===== src/design/fqc_pkg.sv =====
`timescale 1ns / 1ps
// ----------------------------------------------------------------------------
// fqc_pkg
// Shared types and constants for the FIFO queue with cancel.
// ----------------------------------------------------------------------------
package fqc_pkg;

    localparam int DEPTH       = 16;
    localparam int HANDLE_BITS = 32;
    localparam int FILL_BITS   = $clog2(DEPTH + 1);
    localparam int IDX_BITS    = $clog2(DEPTH);

    localparam logic [1:0] FUNC_PUSH   = 2'd0;
    localparam logic [1:0] FUNC_POP    = 2'd1;
    localparam logic [1:0] FUNC_CANCEL = 2'd2;
    localparam logic [1:0] FUNC_PEEK   = 2'd3;

    localparam logic [1:0] STATUS_OK      = 2'd0;
    localparam logic [1:0] STATUS_EMPTY   = 2'd1;
    localparam logic [1:0] STATUS_FULL    = 2'd2;
    localparam logic [1:0] STATUS_INVALID = 2'd3;

    typedef struct packed {
        logic [1:0]             func;
        logic [HANDLE_BITS-1:0] handle;
    } req_t;

    typedef struct packed {
        logic [1:0]             status;
        logic [HANDLE_BITS-1:0] head_value;
        logic [FILL_BITS-1:0]   fill_count;
        logic                   is_empty;
    } res_t;

    typedef enum logic {
        FSM_IDLE,
        FSM_EXEC
    } fsm_state_t;

    typedef struct packed {
        logic load_req;
        logic exec;
    } ctrl_cmd_t;

    typedef struct packed {
        logic out_free;
    } dp_status_t;

endpackage


===== src/design/fqc_ctrl.sv =====
`timescale 1ns / 1ps
// ----------------------------------------------------------------------------
// fqc_ctrl
// Sequencer: captures one request, then executes it once the output
// register is free.
// ----------------------------------------------------------------------------
module fqc_ctrl (
    input  logic                   aclk,
    input  logic                   aresetn,
    input  logic                   s_valid,
    output logic                   s_ready,
    input  fqc_pkg::dp_status_t    dp_status,
    output fqc_pkg::ctrl_cmd_t     cmd
);
    import fqc_pkg::*;

    fsm_state_t state_reg;
    fsm_state_t state_next;

    always_ff @(posedge aclk) begin
        if (!aresetn) begin
            state_reg <= FSM_IDLE;
        end else begin
            state_reg <= state_next;
        end
    end

    always_comb begin
        state_next   = state_reg;
        s_ready      = 1'b0;
        cmd.load_req = 1'b0;
        cmd.exec     = 1'b0;
        unique case (state_reg)
            FSM_IDLE: begin
                s_ready = 1'b1;
                if (s_valid) begin
                    cmd.load_req = 1'b1;
                    state_next   = FSM_EXEC;
                end
            end
            FSM_EXEC: begin
                if (dp_status.out_free) begin
                    cmd.exec   = 1'b1;
                    state_next = FSM_IDLE;
                end
            end
            default: begin
                state_next = FSM_IDLE;
            end
        endcase
    end

endmodule


===== src/design/fqc_dpath.sv =====
`timescale 1ns / 1ps
// ----------------------------------------------------------------------------
// fqc_dpath
// Row of handle cells with parallel compare, gap-closing shift, fill count
// and the registered result.
// ----------------------------------------------------------------------------
module fqc_dpath (
    input  logic                   aclk,
    input  logic                   aresetn,
    input  fqc_pkg::req_t          s_req,
    input  fqc_pkg::ctrl_cmd_t     cmd,
    output fqc_pkg::dp_status_t    dp_status,
    output logic                   m_valid,
    input  logic                   m_ready,
    output fqc_pkg::res_t          m_res
);
    import fqc_pkg::*;

    req_t                   req_reg;
    logic [HANDLE_BITS-1:0] cells_reg  [DEPTH];
    logic [HANDLE_BITS-1:0] cells_next [DEPTH];
    logic [FILL_BITS-1:0]   count_reg;
    logic [FILL_BITS-1:0]   count_next;
    res_t                   res_reg;
    res_t                   res_next;
    logic                   valid_reg;

    logic [HANDLE_BITS-1:0] h;
    logic                   h_zero;
    logic                   q_empty;
    logic                   q_full;
    logic [DEPTH-1:0]       match;
    logic [DEPTH-1:0]       shift_mask;
    logic [DEPTH-1:0]       wr_sel;
    logic                   found;
    logic                   do_shift;
    logic                   do_write;

    assign h       = req_reg.handle;
    assign h_zero  = (h == '0);
    assign q_empty = (count_reg == '0);
    assign q_full  = (count_reg == FILL_BITS'(DEPTH));
    assign found   = |match;

    always_comb begin
        for (int i = 0; i < DEPTH; i++) begin
            match[i]  = (FILL_BITS'(i) < count_reg) && (cells_reg[i] == h);
            wr_sel[i] = (count_reg == FILL_BITS'(i));
        end
    end

    // shift every cell at or after the oldest match
    always_comb begin
        for (int i = 0; i < DEPTH; i++) begin
            shift_mask[i] = 1'b0;
            for (int j = 0; j < DEPTH; j++) begin
                if (j <= i && match[j]) begin
                    shift_mask[i] = 1'b1;
                end
            end
        end
    end

    always_comb begin
        do_shift            = 1'b0;
        do_write            = 1'b0;
        count_next          = count_reg;
        res_next.status     = STATUS_OK;
        res_next.head_value = '0;
        unique case (req_reg.func)
            FUNC_PUSH: begin
                if (h_zero) begin
                    res_next.status = STATUS_INVALID;
                end else if (q_full) begin
                    res_next.status = STATUS_FULL;
                end else begin
                    do_write   = 1'b1;
                    count_next = count_reg + 1'b1;
                end
            end
            FUNC_POP: begin
                if (q_empty) begin
                    res_next.status = STATUS_EMPTY;
                end else begin
                    res_next.head_value = cells_reg[0];
                    do_shift            = 1'b1;
                    count_next          = count_reg - 1'b1;
                end
            end
            FUNC_CANCEL: begin
                if (h_zero) begin
                    res_next.status = STATUS_INVALID;
                end else if (!found) begin
                    res_next.status = STATUS_EMPTY;
                end else begin
                    do_shift   = 1'b1;
                    count_next = count_reg - 1'b1;
                end
            end
            FUNC_PEEK: begin
                if (q_empty) begin
                    res_next.status = STATUS_EMPTY;
                end else begin
                    res_next.head_value = cells_reg[0];
                end
            end
            default: begin
                res_next.status = STATUS_OK;
            end
        endcase
        res_next.fill_count = count_next;
        res_next.is_empty   = (count_next == '0);
    end

    // pop shifts the whole row; cancel only from the match onward
    always_comb begin
        for (int i = 0; i < DEPTH - 1; i++) begin
            cells_next[i] = cells_reg[i];
            if (do_shift && (shift_mask[i] || req_reg.func == FUNC_POP)) begin
                cells_next[i] = cells_reg[i + 1];
            end
            if (do_write && wr_sel[i]) begin
                cells_next[i] = h;
            end
        end
        cells_next[DEPTH-1] = cells_reg[DEPTH-1];
        if (do_write && wr_sel[DEPTH-1]) begin
            cells_next[DEPTH-1] = h;
        end
    end

    always_ff @(posedge aclk) begin
        if (cmd.load_req) begin
            req_reg <= s_req;
        end
        if (cmd.exec) begin
            cells_reg <= cells_next;
            res_reg   <= res_next;
        end
    end

    always_ff @(posedge aclk) begin
        if (!aresetn) begin
            count_reg <= '0;
            valid_reg <= 1'b0;
        end else begin
            if (cmd.exec) begin
                count_reg <= count_next;
                valid_reg <= 1'b1;
            end else if (m_ready) begin
                valid_reg <= 1'b0;
            end
        end
    end

    assign dp_status.out_free = !valid_reg || m_ready;
    assign m_valid            = valid_reg;
    assign m_res              = res_reg;

endmodule


===== src/design/fifo_queue_with_cancel_top.sv =====
`timescale 1ns / 1ps
// ----------------------------------------------------------------------------
// fifo_queue_with_cancel_top
// Bounded FIFO of nonzero handles with push, pop, cancel-by-value and peek.
// ----------------------------------------------------------------------------
// Usage:
//   s_valid/s_ready/s_req carries one request: func (push, pop, cancel,
//   peek) and a handle. m_valid/m_ready/m_res returns exactly one result
//   per request: status, popped or head handle, fill count, empty flag.
//   A request is taken into an input register on acceptance; the execute
//   step then compares the handle against every cell at once, shifts the
//   row to close a gap and loads the output register.
//   A new request is accepted only after the previous one has executed,
//   a limit set by the capture/execute sequence of the controller.
//   s_ready stays low in the execute state; while a result waits on a stalled
//   receiver a new request is still accepted, but its execute cycle waits
//   until the output register is taken.
//   Reset (aresetn low, synchronous) empties the queue and drops m_valid;
//   cell contents are not cleared, only the fill count.
// ----------------------------------------------------------------------------
module fifo_queue_with_cancel_top (
    input  logic            aclk,
    input  logic            aresetn,
    input  logic            s_valid,
    output logic            s_ready,
    input  fqc_pkg::req_t   s_req,
    output logic            m_valid,
    input  logic            m_ready,
    output fqc_pkg::res_t   m_res
);
    import fqc_pkg::*;

    ctrl_cmd_t  cmd;
    dp_status_t dp_status;

    fqc_ctrl u_ctrl (
        .aclk      (aclk),
        .aresetn   (aresetn),
        .s_valid   (s_valid),
        .s_ready   (s_ready),
        .dp_status (dp_status),
        .cmd       (cmd)
    );

    fqc_dpath u_dpath (
        .aclk      (aclk),
        .aresetn   (aresetn),
        .s_req     (s_req),
        .cmd       (cmd),
        .dp_status (dp_status),
        .m_valid   (m_valid),
        .m_ready   (m_ready),
        .m_res     (m_res)
    );

endmodule


===== config.mk =====
export PLATFORM = sky130hd
export DESIGN_NAME = fifo_queue_with_cancel_top
export DESIGN_NICKNAME = d
export VERILOG_FILES = /design/src/design/fqc_pkg.sv /design/src/design/fqc_ctrl.sv /design/src/design/fqc_dpath.sv /design/src/design/fifo_queue_with_cancel_top.sv
export SDC_FILE = /design/constraint.sdc
export NUM_CORES = 1
export LEC_CHECK = 0
export BUFFER_PORTS_ARGS = -buffer_cell sky130_fd_sc_hd__buf_2
export CAP_MARGIN = 40
export CORE_MARGIN = 3
export CORE_UTILIZATION = 55
export DETAILED_ROUTE_END_ITERATION = 10
export PLACE_DENSITY = 0.72
export SKIP_CTS_REPAIR_TIMING = 1
export SYNTH_ARGS = -nofsm -noshare
export SYNTH_HDL_FRONTEND = slang
export SYNTH_HIERARCHICAL = 1
export SYNTH_SLANG_ARGS = --single-unit

===== constraint.sdc =====
create_clock -name aclk -period 8.9 [get_ports aclk]
set_input_delay 0 -clock aclk [delete_from_list [all_inputs] [get_ports aclk]]
set_output_delay 0 -clock aclk [all_outputs]
set_load 0.01 [all_outputs]

==> metrics.md <==
| Metric | Value |
|---|---|
| Net count of the mapped netlist | 2550 |
| Critical Path Slowest Stage Cell | sky130_fd_sc_hd__dfxtp_1 |
| Post-synth cell types | 77 |
| Final core utilization | 62.10% |
| Worst-path cell chain | nand2_1, a21oi_1, nand3_1, nor4_1, nor4_2, a41oi_1, o21a_2, o21ai_0, a21oi_4, buf_16 |
| Worst setup slack for register-to-register paths | 4160 ps |
| Achievable Freq | 0.2111 GHz |
| Layout overhead on the synthesized area | 10.65% |
| H-tree depth | 3 |
| Count of vias placed by the detailed router | ~22000 |
| Ratio of cells with drive above 1 in the final layout | 27.81% |
| Count of warnings emitted by yosys | 6 |
| Flip-flop count of the largest register, all copies and words added | 512 |
| Number of cells on the worst hold path | 2 |
| Bufs and invs on worst path | 1 |
| Wire length per cell after detailed routing | 28.96 um |
| Final cell count without fillers | 3372 |
| Max clock buf depth | 3 |
| Final worst-path cycle share | 53.22% |
| Clock tree skew after final layout | 30.40 ps |
| Top_reg_cell synth | sky130_fd_sc_hd__edfxtp_1 |
| Row count | a little under 90 |
| Number of synthesized register bits | 593 |
| P_leak | between 10 and 15 nW |
| Syn Area/Cell | 13.09 sq um |
| Synth top cells by count | sky130_fd_sc_hd__edfxtp_1 (586), sky130_fd_sc_hd__mux2_2 (438), sky130_fd_sc_hd__xnor2_1 (266) |
| Most frequent cell after synthesis | sky130_fd_sc_hd__edfxtp_1 |
| Number of enable-type register cells in the synthesized netlist | a little under 600 |
| Total number of nets in the final design | ~2600 |
| Die area | ~0.063 sq mm |
| Hold wc startpoint | s_req[8] |
| Chip Width | 250.0 um |
| Starting Density | between 50% and 60% |
| Cell accounting for the most synthesized area | sky130_fd_sc_hd__edfxtp_1 |
| Clock Pin Slew Worst Setup and Hold Paths | 60 ps |
| Worst setup EP type | register |
| Pin slew with the least headroom to its limit | 884.7 ps |
| Avg Vias per Cell | between 6 and 7 |
| Most area-consuming cells after synthesis | sky130_fd_sc_hd__edfxtp_1 (54%), sky130_fd_sc_hd__mux2_2 (15%), sky130_fd_sc_hd__xnor2_1 (7.1%) |
| Number of cells on the worst reg-to-reg path | 10 |
| Violation count after the first detailed-routing iteration | about 2400 |
| Relative slew margins | 40.48% |
| Unrepaired setup endpoints after global routing | no |
| Seq/Total Area, Yosys | 54.16% |
| Netlist area before placement | 0.03275 sq mm |
| Final number of max-transition violations | 0 |
| Final Hold Vio Count | 0 |
| Later-pin clock latency in the skew report | 610 ps |
| Critical path origin | u_dpath/count_reg[1]$_SDFFE_PN0P_ |
| TritonCTS Sinks | approximately 590 |
| Endpoint, Worst Hold | u_dpath/h[8]$_DFFE_PP_ |
| Global Route Usage Sum | between 30% and 40% |
| Max-cap violations | 0 |
| Top cell type's share of synthesized area | 53.73% |
| Diode insertion count for antenna repair | 0 |
| Logic depth of the worst setup path including buffers | 10 |
| Crit path time final | 4736 ps |
| Total instance count after detailed placement | 3220 |
| Type of the tightest min-delay check | input pin to register |
| Largest fanout on the critical path | 17 |
| Number of input and output port buffers inserted | 79 |
| Data required, critical path | 9210 ps |
| Synth async-reset ratio | 0% |
| Antenna Violating Nets Remaining | 0 |
| Post-Syn Instances | 2502 |
| Floorplan core area | 0.05836 sq mm |
| Die height | 250.0 um |
| Total congestion overflow after global routing | 0 |
| GP Congestion | 0.9885 |
| Endpoint of the worst register-to-register path | u_dpath/cells_reg[495]$_DFFE_PP_ |
| Placed wire-length estimate after detailed placement | 66610 um |
| Fin Setup TNS | 0 ps |
| Vias in the first global route | 21340 |
| Critical path type | register to register |
| PwrDens | between 150 and 200 mW/mm^2 |
| Arrival @ worst endpoint | 5050 ps |
| Largest stage delay on the critical path | between 800 and 900 ps |
| Cell at the root of the clock tree | sky130_fd_sc_hd__clkbuf_16 |
| Initial antenna violation count | 1 |
| Drc violations | 0 |
| Type of origin of the critical path | register |
| Sum of routed wire length over all layers | 97650 um |
| Result of the run | finished clean |
| CTS buffer count | between 60 and 70 |
| Number of top-level pins | 80 |
| Number of setup violations in the final report | 0 |
| Clock tree from TritonCTS | done |
| Worst reg2reg startpoint | u_dpath/count_reg[1]$_SDFFE_PN0P_ |
| Delay-heaviest family, CP | compound AO/OA/AOI/OAI gates |
| Maximum number of pins on one net before global-route repair | 51 |
| Overall power of the completed layout | 0.006389 W |
| First-pass iteration count of the detailed router | 6 |
| Global-route wire length before repair | 142900 um |
| Worst vdd ir | 176.1 uV |
-- logic make-up (layout without fill, tap and decap cells) --
| group | Yosys count | count (layout) | synth area share [%] |
|---|---|---|---|
| AND/OR/NAND/NOR | 638 | 638 | 11.07 |
| flip-flops | 593 | 593 | 54.16 |
| XOR/XNOR | 517 | 517 | 13.83 |
| multiplexers | 439 | 439 | 15.09 |
| buffers and inverters | 212 | 317 | 3.488 |
| AO/OA/AOI/OAI | 93 | 93 | 1.987 |
| adder cells (fa/ha/maj) | 10 | 10 | 0.3820 |
-- how the worst max path moves through the flow --
stage / to / slack (ps)
after floorplan: u_dpath/cells_reg[0]$_DFFE_PP_ / 3620
after global placement: u_dpath/cells_reg[150]$_DFFE_PP_ / 3970
after detailed placement: u_dpath/cells_reg[487]$_DFFE_PP_ / 4250
after CTS: u_dpath/cells_reg[487]$_DFFE_PP_ / 4220
after global routing: u_dpath/cells_reg[502]$_DFFE_PP_ / 4020
final: u_dpath/cells_reg[495]$_DFFE_PP_ / 4160
-- per-stage QoR --
step | instance area [sq um] | hold slack [ps] | setup WS (ps)
final | 36240 | 107.0 | 4164
after CTS | 35870 | -458.0 | 4218
after global placement | 33590 | 178.8 | 3971
after detailed placement | 33790 | 178.1 | 4251
after floorplan | 32750 | 98.87 | 3622
after global routing | 36240 | 85.30 | 4021
-- power breakdown --
group | internal, W | switching, W | total [W]
Clock | 0.00156 | 0.00112 | 0.00267
Sequential | 0.00308 | 0.0000257 | 0.00311
Combinational | 0.000194 | 0.000411 | 0.000605
-- cell usage in the layout (no fill, tap or decap), types with 6 or more instances in the layout --
master / netlist / final
sky130_fd_sc_hd__a21oi_1: 28 / 17
sky130_fd_sc_hd__a21oi_2: 0 / 7
sky130_fd_sc_hd__and2_1: 36 / 36
sky130_fd_sc_hd__and3_1: 9 / 9
sky130_fd_sc_hd__buf_2: 103 / 79
sky130_fd_sc_hd__buf_4: 18 / 62
sky130_fd_sc_hd__clkbuf_1: 58 / 9
sky130_fd_sc_hd__clkbuf_16: 0 / 71
sky130_fd_sc_hd__clkinv_1: 1 / 20
sky130_fd_sc_hd__clkinv_2: 0 / 9
sky130_fd_sc_hd__dfxtp_1: 7 / 7
sky130_fd_sc_hd__dlygate4sd3_1: 0 / 37
sky130_fd_sc_hd__edfxtp_1: 586 / 586
sky130_fd_sc_hd__ha_1: 10 / 10
sky130_fd_sc_hd__inv_1: 10 / 10
sky130_fd_sc_hd__mux2_2: 438 / 438
sky130_fd_sc_hd__nand2_1: 154 / 154
sky130_fd_sc_hd__nand3_1: 33 / 33
sky130_fd_sc_hd__nand4_1: 122 / 122
sky130_fd_sc_hd__nand4b_1: 17 / 17
sky130_fd_sc_hd__nor2_1: 42 / 41
sky130_fd_sc_hd__nor3_1: 31 / 27
sky130_fd_sc_hd__nor4_1: 125 / 124
sky130_fd_sc_hd__nor4b_1: 11 / 11
sky130_fd_sc_hd__o21ai_0: 23 / 23
sky130_fd_sc_hd__or3_1: 6 / 6
sky130_fd_sc_hd__xnor2_1: 266 / 266
sky130_fd_sc_hd__xor2_1: 251 / 251
-- area by class of cell --
type | instances | area [sq um]
clock inverter | 35 | 261.5
sequential | 593 | 17740
timing repair buffer | 190 | 1440
inverter | 12 | 45.04
fill | 4466 | 22120
multi-input combinational | 1697 | 13990
tap | 765 | 957.2
clock buffer | 80 | 1810
-- metal layers --
layer | global-route usage [%] | vias up | wire [um]
li1 | - | 9429 | -
met1 | 40.50 | 10710 | 38740
met2 | 49.04 | 1256 | 45650
met3 | 6.242 | 251 | 8724
met4 | 13.00 | 0 | 4546
met5 | 0 | - | 0
Note: power is estimated with default switching activity, not from simulation.
